===== src/sv/nms_queue.sv =====
module nms_queue #(
    parameter int WIDTH = 8,
    parameter int DEPTH = 4
) (
    input  logic             aclk,
    input  logic             aresetn,
    input  logic             push,
    input  logic [WIDTH-1:0] push_data,
    output logic             full,
    input  logic             pop,
    output logic [WIDTH-1:0] pop_data,
    output logic             empty
);

    localparam int PTR_W = (DEPTH > 1) ? $clog2(DEPTH) : 1;
    localparam int CNT_W = $clog2(DEPTH + 1);

    logic [WIDTH-1:0] slot_reg [DEPTH];
    logic [PTR_W-1:0] wr_ptr_reg, wr_ptr_next;
    logic [PTR_W-1:0] rd_ptr_reg, rd_ptr_next;
    logic [CNT_W-1:0] count_reg, count_next;

    assign full = (count_reg == CNT_W'(DEPTH));
    assign empty = (count_reg == '0);
    assign pop_data = slot_reg[rd_ptr_reg];

    always_comb begin
        wr_ptr_next = wr_ptr_reg;
        rd_ptr_next = rd_ptr_reg;
        count_next = count_reg;
        if (push) begin
            wr_ptr_next = (wr_ptr_reg == PTR_W'(DEPTH - 1)) ? '0 : wr_ptr_reg + 1'b1;
        end
        if (pop) begin
            rd_ptr_next = (rd_ptr_reg == PTR_W'(DEPTH - 1)) ? '0 : rd_ptr_reg + 1'b1;
        end
        if (push && !pop) begin
            count_next = count_reg + 1'b1;
        end else if (pop && !push) begin
            count_next = count_reg - 1'b1;
        end
    end

    always_ff @(posedge aclk) begin
        if (!aresetn) begin
            wr_ptr_reg <= '0;
            rd_ptr_reg <= '0;
            count_reg <= '0;
        end else begin
            wr_ptr_reg <= wr_ptr_next;
            rd_ptr_reg <= rd_ptr_next;
            count_reg <= count_next;
        end
    end

    always_ff @(posedge aclk) begin
        if (push) begin
            slot_reg[wr_ptr_reg] <= push_data;
        end
    end

`ifndef SYNTHESIS
    assert property (@(posedge aclk) disable iff (!aresetn) !(push && full))
        else $error("queue overflow");
    assert property (@(posedge aclk) disable iff (!aresetn) !(pop && empty))
        else $error("queue underflow");
`endif

endmodule


===== config.mk =====
export PLATFORM = sky130hd
export DESIGN_NAME = nms_queue
export DESIGN_NICKNAME = d
export VERILOG_FILES = /design/src/sv/nms_queue.sv
export SDC_FILE = /design/constraint.sdc
export NUM_CORES = 1
export LEC_CHECK = 0
export ABC_AREA = 0
export ABC_CLOCK_PERIOD_IN_PS = 1900
export BUFFER_PORTS_ARGS = -buffer_cell sky130_fd_sc_hd__buf_2
export CELL_PAD_IN_SITES_DETAIL_PLACEMENT = 1
export CELL_PAD_IN_SITES_GLOBAL_PLACEMENT = 2
export CORE_ASPECT_RATIO = 1.25
export CORE_MARGIN = 3
export CORE_UTILIZATION = 41
export DETAILED_ROUTE_END_ITERATION = 7
export PLACE_DENSITY_LB_ADDON = 0.2
export REMOVE_ABC_BUFFERS = 1
export SLEW_MARGIN = 40
export SYNTH_ARGS = -nofsm -noshare
export SYNTH_HDL_FRONTEND = slang
export SYNTH_SLANG_ARGS = --single-unit

===== constraint.sdc =====
create_clock -name aclk -period 1.9 [get_ports aclk]
set_input_delay 0.095 -clock aclk [delete_from_list [all_inputs] [get_ports aclk]]
set_output_delay 0.095 -clock aclk [all_outputs]
set_load 0.05 [all_outputs]

==> summary.txt <==
Die
  • I/O pin total: 22
  • Area of the core: 3633 um^2
  • Initial Util: 44.46%
  • Std cell rows: 24
  • Die Area: 4734 um^2
  • Die Ht: 76.18 um
  • Die width: 62.14 um

Drt
  • Final antenna-violating net count: 0
  • Routed WL per cell: 15.30 um
  • Pre-Repair DR Iteration Count: 3
  • Final WL: 2.540 mm
  • Vias/cell: 4.819
  • Drt drc: 0
  • Initial detailed-routing violation count: 15
  • Via count: 800

Synth
  • Ys flop type: edfxtp_1
  • Post-synth EDFFs: 32
  • Most frequent cell after synthesis: edfxtp_1
  • Post-synthesis register bit count: 41
  • Largest cells by area after synthesis: edfxtp_1 59%, dfxtp_1 11%, mux4_2 11%
  • Most common library cells after synthesis: 32 x edfxtp_1, 9 x dfxtp_1, 8 x mux4_2
  • Post-synthesis sequential area ratio: 70.64%
  • Yosys cell types: 20
  • Async SR Flop Fraction: 0%
  • Syn avg cell area: 18.78 um^2
  • Mapped Cells: 86
  • Leading area contributor after synthesis: edfxtp_1
  • Synthesized area: 1615 um^2
  • Warnings from Yosys: 0
  • Yosys top cell area share: 59.49%

Timing
  • WHS: 17.97 ps
  • Tmin final: 1636 ps
  • Final period util: 86.10%
  • Max_slew headroom: 70.13%
  • Max Transition Viols Final: 0
  • RSZ-0062 raised after global routing: no
  • Final Hold Fails: 0
  • Slew @ Worst Pin: 448.0 ps
  • Maximum clock rate: 611.3 MHz
  • Setup violators final: 0
  • Skew final: 6.771 ps
  • Total Neg Setup Slack: 0 ps

Clock tree
  • Root Buffer: clkbuf_8
  • Num CTS Buffers: 5
  • Clock slew at reported path FFs: 80 ps
  • Hold-fix buffers at CTS: 0
  • CTS max path bufs: 2
  • Clk Latency, worst-skew pair: 290 ps
  • TritonCTS clock tree: built
  • Setup Fix Bufs, Post-CTS: 0
  • CTS resizes: 0
  • H-tree depth: 2
  • Clk sink count: 41

Setup path
  • Crit path max fanout: 8
  • Startpoint Class: register
  • WP data arrival: 1540 ps
  • Setup CP Type: reg2out
  • CP required: 1800 ps
  • CP Capture Type: output port

Pwr
  • Leakage power: 0.7059 nW
  • Maximum VDD drop: 498.2 uV
  • PwrDens: 1143 nW/um^2
  • Design Power: 2.189 mW

Global route
  • Met3 usage: 3.687%
  • Top Usage Layer GRT: met2
  • Met1 usage: 12.63%
  • First-pass GRT wire length: 4.257 mm
  • GRT Resource Usage Total: 11.94%
  • Antenna violations before repair: 0
  • Largest net degree at the start of global routing: 15
  • Grt ovf: 0
  • Vias in the first global route: 875
  • Met2 Usage GRT: 21.88%

Finish
  • Inserted Diodes: 0
  • Max reg flops: 32
  • Layout cell share with drive strength beyond 1: 33.33%
  • Fin nets: 132
  • Fill cell count: 351
  • Final instance area: 1914 um^2
  • Multi-input logic area: 442.9 um^2
  • Register area: 1141 um^2
  • Finished Core Util: 52.69%
  • Layout area overhead: 18.51%

Worst hold path
  • Hold Path Class: in2reg

Run
  • Max cap viols: 0

Placed design
  • HPWL Detailed: 1.835 mm
  • Buffers added on ports: 21
  • Placed cell area: 1777 um^2
  • RePlAce Congestion: 0.7465

Run status
  • Status: completed
layout make-up:
class                   instances  area share [%]
clock buffers                   5           3.595
clock inverters                 3           3.595
inverters                       4          0.7843
multi-input cells              39           23.14
flip-flops and latches         41           59.61
well taps                      52           3.399
repair buffers                 22           5.882
cells by family after synthesis:
family	after synthesis	synth area share [%]
AOI/OAI and AO/OA	3	1.239
muxes	12	13.63
xor gates and xnor gates	2	1.085
buffers and inverters	6	1.936
adders and majority gates	7	5.887
and+or+nand+nor	15	5.577
DFF	41	70.64
metal layers:
layer	vias up	wire, um
li1	381	-
met3	4	102
met5	-	0
met4	0	29
met1	398	1016
met2	17	1391
power breakdown:
part,switching [mW],leakage [nW],internal (mW)
clock network,0.299,0.0687,0.529
logic,0.204,0.269,0.107
registers,0.0303,0.368,1.02
critical path, cell delays in order (launching register included):
cell and delay, ps:
dfxtp_1 310, buf_4 200, mux4_2 520, buf_2 220
cell usage in the layout (no fill, tap or decap), types with 2 or more instances in the layout:
cell type  count
ha_1           6
and2_1         5
dfxtp_1        9
edfxtp_1      32
buf_2         21
bufinv_16      2
nor3_1         2
mux2i_1        4
mux4_2         8
nor2b_1        5
clkbuf_8       5
inv_1          4
stage by stage:
stage,std cells,setup slack (ps)
detailed placement,158,271.7
global placement,158,371.8
floorplan,84,303.2
finish,166,264.1
global route,166,159.5
CTS,166,221.8
path summary, 6_finish.rpt:
path                            slack, ps             end  depth (start not counted)    startpoint
worst min-delay path                   20  slot_reg[0][3]                          1  push_data[3]
worst min register to register        530    count_reg[2]                          2  count_reg[2]
worst max register to register        400    count_reg[2]                          4  count_reg[0]
worst max-delay path                  260     pop_data[5]                          3      register
Note: power is estimated with default switching activity, not from simulation.
