[config.mk]
export PLATFORM = sky130hd
export DESIGN_NAME = nms_back
export DESIGN_NICKNAME = d
export VERILOG_FILES = /design/src/sv/nms_pkg.sv /design/src/sv/nms_back.sv
export SDC_FILE = /design/constraint.sdc
export NUM_CORES = 1
export LEC_CHECK = 0
export BUFFER_PORTS_ARGS = -buffer_cell sky130_fd_sc_hd__buf_2
export CORE_MARGIN = 5
export CORE_UTILIZATION = 50
export DETAILED_ROUTE_END_ITERATION = 12
export PLACE_DENSITY = 0.81
export SLEW_MARGIN = 15
export SYNTH_ARGS = -nofsm -noshare
export SYNTH_HDL_FRONTEND = slang
export SYNTH_SLANG_ARGS = --single-unit
[constraint.sdc]
create_clock -name aclk -period 3.5 [get_ports aclk]
set_input_delay 0.175 -clock aclk [delete_from_list [all_inputs] [get_ports aclk]]
set_output_delay 0.175 -clock aclk [all_outputs]
set_load 0.05 [all_outputs]
[src/sv/nms_pkg.sv]
package nms_pkg;

    localparam int DIM_BITS = 11;
    localparam int CMP_BITS = DIM_BITS + 3;
    localparam int MIN_DIM = 3;
    localparam int REG_IDX_BITS = 1;
    localparam int QUEUE_DEPTH = 4;

    localparam logic [DIM_BITS-1:0] FRAME_WIDTH_RESET = 11'd640;
    localparam logic [DIM_BITS-1:0] FRAME_HEIGHT_RESET = 11'd480;

    typedef enum logic [REG_IDX_BITS-1:0] {
        REG_FRAME_WIDTH  = 1'b0,
        REG_FRAME_HEIGHT = 1'b1
    } nms_reg_t;

    typedef enum logic [1:0] {
        DIR_0   = 2'd0,
        DIR_45  = 2'd1,
        DIR_90  = 2'd2,
        DIR_135 = 2'd3
    } nms_dir_t;

    typedef struct packed {
        logic emit;
        logic last_col;
        logic last_row;
    } nms_flags_t;

endpackage

[src/sv/nms_back.sv]
module nms_back
    import nms_pkg::*;
#(
    parameter int MAG_BITS = 12
) (
    input  logic                aclk,
    input  logic                aresetn,
    input  logic                q_empty,
    output logic                q_pop,
    input  logic [MAG_BITS-1:0] q_up_mag,
    input  logic [MAG_BITS-1:0] q_mid_mag,
    input  logic [1:0]          q_mid_dir,
    input  logic [MAG_BITS-1:0] q_mag,
    input  nms_flags_t          q_flags,
    output logic                m_valid,
    input  logic                m_ready,
    output logic [MAG_BITS-1:0] m_edge_value,
    output logic                m_end_of_row,
    output logic                m_end_of_frame
);

    logic [MAG_BITS-1:0] c1_top_reg, c1_mid_reg, c1_bot_reg;
    logic [MAG_BITS-1:0] c2_top_reg, c2_mid_reg, c2_bot_reg;
    logic [1:0]          dir2_reg;

    logic                out_valid_reg, out_valid_next;
    logic [MAG_BITS-1:0] out_value_reg;
    logic                out_eor_reg, out_eof_reg;

    logic                slot_free;
    logic [MAG_BITS-1:0] center, n1, n2, value;

    assign slot_free = !out_valid_reg || m_ready;
    assign q_pop = !q_empty && (!q_flags.emit || slot_free);

    always_comb begin
        center = c2_mid_reg;
        unique case (nms_dir_t'(dir2_reg))
            DIR_0: begin
                n1 = q_mid_mag;
                n2 = c1_mid_reg;
            end
            DIR_45: begin
                n1 = q_up_mag;
                n2 = c1_bot_reg;
            end
            DIR_90: begin
                n1 = c2_top_reg;
                n2 = c2_bot_reg;
            end
            DIR_135: begin
                n1 = c1_top_reg;
                n2 = q_mag;
            end
            default: begin
                n1 = c1_top_reg;
                n2 = q_mag;
            end
        endcase
        value = (center < n1 || center < n2) ? '0 : center;

        out_valid_next = out_valid_reg;
        if (q_pop && q_flags.emit) begin
            out_valid_next = 1'b1;
        end else if (m_ready) begin
            out_valid_next = 1'b0;
        end
    end

    always_ff @(posedge aclk) begin
        if (!aresetn) begin
            out_valid_reg <= 1'b0;
            c1_top_reg <= '0;
            c1_mid_reg <= '0;
            c1_bot_reg <= '0;
            c2_top_reg <= '0;
            c2_mid_reg <= '0;
            c2_bot_reg <= '0;
            dir2_reg <= DIR_0;
        end else begin
            out_valid_reg <= out_valid_next;
            if (q_pop) begin
                c1_top_reg <= c2_top_reg;
                c1_mid_reg <= c2_mid_reg;
                c1_bot_reg <= c2_bot_reg;
                c2_top_reg <= q_up_mag;
                c2_mid_reg <= q_mid_mag;
                c2_bot_reg <= q_mag;
                dir2_reg <= q_mid_dir;
            end
        end
    end

    always_ff @(posedge aclk) begin
        if (q_pop && q_flags.emit) begin
            out_value_reg <= value;
            out_eor_reg <= q_flags.last_col;
            out_eof_reg <= q_flags.last_col && q_flags.last_row;
        end
    end

    assign m_valid = out_valid_reg;
    assign m_edge_value = out_value_reg;
    assign m_end_of_row = out_eor_reg;
    assign m_end_of_frame = out_eof_reg;

`ifndef SYNTHESIS
    assert property (@(posedge aclk) disable iff (!aresetn)
        (q_pop && q_flags.emit) |=> out_valid_reg)
        else $error("emitted beat lost");
    assert property (@(posedge aclk) disable iff (!aresetn)
        (out_valid_reg && !m_ready) |-> !(q_pop && q_flags.emit))
        else $error("result overwritten while held");
`endif

endmodule

==> results of run 1 <==
[cells by family after synthesis]
kind of cell    synth area share, %
fa+ha+maj                      5.97
simple gates                   14.0
mux                            12.1
compound gates                 19.8
flops                          41.7
buf+inv                        6.51
[how the worst max path moves through the flow]
stage	startpoint	cells after the start	slack, ns	endpoint
2_1_floorplan	dir2_reg[1]	11	0.46	m_edge_value[10]
3_3_place_gp	dir2_reg[1]	10	0.66	m_edge_value[0]
3_5_place_dp	dir2_reg[0]	9	0.56	m_edge_value[11]
4_1_cts	dir2_reg[1]	9	0.54	m_edge_value[11]
5_1_grt	dir2_reg[1]	10	0.32	m_edge_value[11]
6_report	dir2_reg[0]	9	0.54	m_edge_value[11]
[per-layer routing]
layer,share of wire [%],vias to the layer above,global-route usage (%)
li1,-,1739,-
met1,42,1699,24.2
met2,48,130,32.4
met3,6.0,32,3.95
met4,4.0,0,10.5
met5,0,-,0
[power by group]
group	internal, W	switching (W)	leakage, nW
Clock	0.000278	0.000370	0.0891
Combinational	0.000148	0.000224	1.12
Sequential	0.00108	0.0000360	0.757
[cell usage after synthesis]
cell type / instances
a2111oi_1: 2
a2111oi_4: 1
a211oi_2: 3
a21boi_0: 74
a21o_1: 1
a21oi_1: 6
a221oi_1: 2
a221oi_2: 10
and2_1: 2
buf_1: 9
buf_2: 9
buf_6: 3
clkbuf_1: 13
dfxtp_1: 75
edfxtp_1: 14
ha_1: 22
inv_1: 37
mux2_4: 2
mux2i_1: 2
mux4_1: 3
mux4_2: 19
nand2_1: 151
nand2b_1: 1
nand4_1: 4
nor2_1: 2
nor2b_1: 1
nor3_1: 4
o2111ai_2: 1
o21a_1: 3
o21ai_0: 4
o21ai_2: 1
[worst max-delay path, stage by stage, from the launching register on]
cell	delay, ns
dfxtp_1	0.33
buf_4	0.29
mux4_1	0.59
inv_1	0.07
ha_1	0.24
a21oi_1	0.13
o21ai_0	0.13
a2111oi_2	0.46
buf_4	0.30
a221oi_1	0.12
[final cells by class]
class	count	area (sq um)
well taps	111	139
clock inverters	6	41.3
clock buffers	10	138
fillers	787	3960
multi-input cells	321	2400
flip-flops and latches	89	1920
inverters	37	139
repair buffers	69	370
[stage by stage]
stage / cells / cell area (sq um) / utilization [%] / worst slack [ns] / total power [W]
floorplan: 481 / 4610 / - / 0.461 / 0.00140
global placement: 626 / 4960 / 54.5 / 0.658 / 0.00149
detailed placement: 626 / 4960 / 54.5 / 0.560 / 0.00151
CTS: 643 / 5150 / 56.5 / 0.540 / 0.00214
global route: 643 / 5150 / 56.5 / 0.318 / 0.00224
finish: 643 / 5150 / 56.5 / 0.538 / 0.00214
==> impl_metrics.json, run 1 <==
{
  "outcome": "finished clean",
  "nets": 594,
  "synth_area_leaders": "dfxtp_1 (33%), nand2_1 (12%), a21boi_0 (12%)",
  "synth_seq_cells": 89,
  "ff2ff_path_depth": 9,
  "worstHoldPathType": "primary input to flip-flop",
  "gp_congestion": 0.829,
  "critPathKind": "flip-flop to flip-flop",
  "r2r_setup_slack_ns": 0.54,
  "max_cap_viol_count": 0,
  "start_util_pct": 50.6,
  "synthesis.instances": 481,
  "min_from": "q_mid_mag[1]",
  "grt_max_degree": 76,
  "finalHoldViolations": 0,
  "diodes": 0,
  "synth_seq_area_share_pct": 41.7,
  "crit_required_ns": 3.57,
  "cts_root_buffer": "clkbuf_8",
  "rows": 35,
  "cts_setup_buffers": 0,
  "grt_overflow": 0,
  "ant_nets": 0,
  "avgSynthCellArea_sq_um": 9.59,
  "detail_route.vias_per_cell": 5.60,
  "post_route_cells_drive_above_1_share_pct": 23.5,
  "cts_max_path_buffers": 2,
  "cp-end-kind": "flip-flop",
  "syn_area_sq_um": 4610,
  "r2r_end": "m_edge_value[11]",
  "regToRegStartpoint": "dir2_reg[0]",
  "synth_top_area_share_pct": 32.6,
  "grt.total_usage_pct": 19.6,
  "grt_pass1_wl_um": 17800,
  "whs_ns": 0.0732,
  "p_per_area_nw_per_um2": 415,
  "max_slew_margin_pct": 30.7,
  "port_buffers": 60,
  "vias": 3600,
  "cts_resized": 0,
  "hpwl_um": 7500,
  "rsz0062_at_grt": "no",
  "core_sq_um": 9110,
  "drt_iter0_markers": 266,
  "timing.fmax_mhz": 338,
  "setup_tns_ns": 0,
  "cts_buffers": 9,
  "areaGrowthSynthToFinish_pct": 11.7,
  "cts_tree": "built",
  "dieHeight_um": 106,
  "worstPathMaxFanout": 15,
  "final_max_slew_viol_count": 0,
  "min_to": "c2_mid_reg[1]",
  "postCtsHoldBufs": 1,
  "antenna_found_initial": 0,
  "wl_per_cell_um": 16.3,
  "yosys_warnings": 0,
  "htreeDepth": 3,
  "clock_latency_ns": 0.36,
  "syn-num-nets": 548,
  "drcViolationCount": 0,
  "cp_data_arrival_time_ns": 3.03,
  "fin_crit_ns": 2.96,
  "final_cell_mix": "nand2_1 (151), dfxtp_1 (75), a21boi_0 (74)",
  "ys_types": 31,
  "synth_top_area_cell": "dfxtp_1",
  "holdPathStages": 3,
  "ios": 61,
  "worst_clock_skew_ns": 0.0119,
  "die_width_um": 106,
  "firstDrtPassIters": 5,
  "final_common_cell": "nand2_1",
  "clkTransAtPathRegs_ns": 0.09,
  "ir_drop_uv": 216,
  "worstMarginPinSlew_ns": 1.04,
  "totalWireLength_um": 10500,
  "critPathLaunchType": "flip-flop",
  "cts_num_sinks": 89,
  "period_share_pct": 84.6,
  "dieArea_sq_um": 11200,
  "leakage_nw": 1.97,
  "grt_pass1_vias": 3746,
  "setup_viol": 0
}
Power figures use the tool's default switching activity.
==> run 2: changes to the inputs <==
- PLACE_DENSITY: 0.81 -> 0.83
- clock period: 3.5 -> 2.7 ns (I/O delays scaled with it)
==> run 2 against run 1 <==
The flow now finishes with violations (negative setup slack). Sequential power up 29%. Hold slack got worse by 0.060 ns. Utilization is 5.3 points higher. Critical path type unchanged. Largest cell class unchanged. Worst setup slack got worse by 0.56 ns. Clock-buffer cell count unchanged. Critical path depth up 2.
==> impl_metrics.json, run 2 (synthesis results as in run 1) <==
{
  "post_route_cells_drive_above_1_share_pct": 30.7,
  "gp_congestion": 0.828,
  "dieArea_sq_um": 11200,
  "finalNonFillerCells": 665,
  "grt_max_degree": 76,
  "r2r_end": "m_edge_value[10]",
  "ios": 61,
  "power.share.combinational_pct": 21.0,
  "clock_latency_ns": 0.38,
  "worstHoldPathType": "primary input to flip-flop",
  "ir_drop_uv": 216,
  "grt_pass1_wl_um": 18100,
  "max_cap_viol_count": 0,
  "setup_viol": 3,
  "totalWireLength_um": 11500,
  "critPathLaunchType": "flip-flop",
  "worstMarginPinSlew_ns": 1.05,
  "num-fill-cells": 692,
  "regToRegStartpoint": "dir2_reg[0]",
  "power.switching_w": 0.000913,
  "holdPathStages": 3,
  "power_frac_seq_pct": 47.2,
  "max_slew_margin_pct": 29.8,
  "ff2ff_path_depth": 11,
  "grt_overflow": 0,
  "grt_pass1_vias": 3748,
  "hpwl_um": 7490,
  "cts_root_buffer": "clkbuf_8",
  "timing.fmax_mhz": 367,
  "p_per_area_nw_per_um2": 547,
  "clockPowerShare_pct": 31.8,
  "setup_tns_ns": -0.0607,
  "dp.cells": 629,
  "areaGrowthSynthToFinish_pct": 22.1,
  "wl_per_cell_um": 17.4,
  "final_max_slew_viol_count": 0,
  "rsz0062_at_grt": "yes",
  "r2r_setup_slack_ns": -0.03,
  "dieHeight_um": 106,
  "cts_num_sinks": 89,
  "clkTransAtPathRegs_ns": 0.10,
  "leakage_nw": 2.15,
  "ant_nets": 0,
  "cp-end-kind": "flip-flop",
  "antenna_found_initial": 0,
  "cts_max_path_buffers": 2,
  "firstDrtPassIters": 4,
  "drcViolationCount": 0,
  "start_util_pct": 50.6,
  "period_share_pct": 101,
  "min_to": "c2_top_reg[4]",
  "fin_crit_ns": 2.73,
  "internal_power_w": 0.00216,
  "cp_data_arrival_time_ns": 2.93,
  "min_from": "q_up_mag[4]",
  "final_common_cell": "nand2_1",
  "vias": 3690,
  "outcome": "finished with violations",
  "crit_required_ns": 2.90,
  "netSwitchingFraction_pct": 29.7,
  "grt.total_usage_pct": 20.3,
  "diodes": 0,
  "core_sq_um": 9110,
  "critPathKind": "flip-flop to flip-flop",
  "die_width_um": 106,
  "finalHoldViolations": 0,
  "cts_tree": "built",
  "worst_clock_skew_ns": 0.00976,
  "port_buffers": 60,
  "violations": "negative setup slack",
  "drt_iter0_markers": 235,
  "nets": 616,
  "worstPathMaxFanout": 6,
  "final.setup.worst_slack_ns": -0.0265,
  "htreeDepth": 3,
  "final_cell_mix": "nand2_1 (151), a21boi_0 (74), dfxtp_1 (73)",
  "rows": 35,
  "detail_route.vias_per_cell": 5.55,
  "cts_buffers": 9
}
## run 2: power groups by stage
stage | sequential (W) | clock (W) | combinational, W
floorplan | 0.00149 | 0 | 0.000342
global placement | 0.00148 | 0 | 0.000492
detailed placement | 0.00148 | 0 | 0.000512
CTS | 0.00145 | 0.000990 | 0.000589
global route | 0.00146 | 0.00105 | 0.000697
finish | 0.00145 | 0.000979 | 0.000645
## run 2: what timing repair did
item / in CTS / in global routing
gates resized for setup: 19 / 23
hold buffers: 1 / 0
pin swaps: 7 / 8
setup buffers: 10 / 5
endpoints found under the hold margin: 1 / 0
setup endpoints to repair: 12 / 12
gates cloned: 2 / 2
## run 2: through the flow
stage	setup slack [ns]	total power [W]	utilization (%)	area, sq um	hold slack [ns]
5_1_grt	-0.102	0.00321	61.8	5630	0.0172
3_3_place_gp	0.0340	0.00197	55.5	5060	0.328
6_report	-0.0265	0.00308	61.8	5630	0.0135
4_1_cts	0.0186	0.00303	59.8	5450	0.00528
3_5_place_dp	-0.00553	0.00199	55.5	5060	0.328
2_1_floorplan	0.00644	0.00183	-	4650	0.234
## run 2: area by class of cell
| class | count | area (sq um) | share of cell area [%] |
|---|---|---|---|
| timing repair buffer | 90 | 646 | 11.5 |
| clock buffer | 10 | 138 | 2.45 |
| tap | 111 | 139 | 2.47 |
| sequential | 89 | 1930 | 34.2 |
| multi-input combinational | 322 | 2570 | 45.6 |
| inverter | 37 | 139 | 2.47 |
| clock inverter | 6 | 73.8 | 1.31 |
## run 2: worst max path at each step
stage | start | slack, ns | cells after the start | end
finish | dir2_reg[0] | -0.03 | 11 | m_edge_value[10]
global route | dir2_reg[0] | -0.10 | 11 | m_edge_value[7]
CTS | dir2_reg[0] | 0.02 | 10 | m_edge_value[3]
detailed placement | dir2_reg[0] | -0.006 | 9 | m_edge_value[0]
global placement | dir2_reg[0] | 0.03 | 9 | m_edge_value[11]
floorplan | dir2_reg[1] | 0.006 | 10 | m_edge_value[10]
## run 2: critical path, cell delays in order, from the launching register on
cell and delay (ns):
dfxtp_4 0.38, buf_12 0.13, buf_4 0.11, mux4_2 0.50, inv_2 0.06, ha_1 0.14
nand4_1 0.16, buf_4 0.18, a211oi_2 0.21, o2111ai_2 0.20, buf_6 0.21, a221oi_4 0.27
## run 2: per-layer routing
metal | routed length (um) | track usage [%]
met1 | 4720 | 24.8
met2 | 5740 | 34.3
met3 | 734 | 4.25
met4 | 357 | 9.44
met5 | 0 | 0
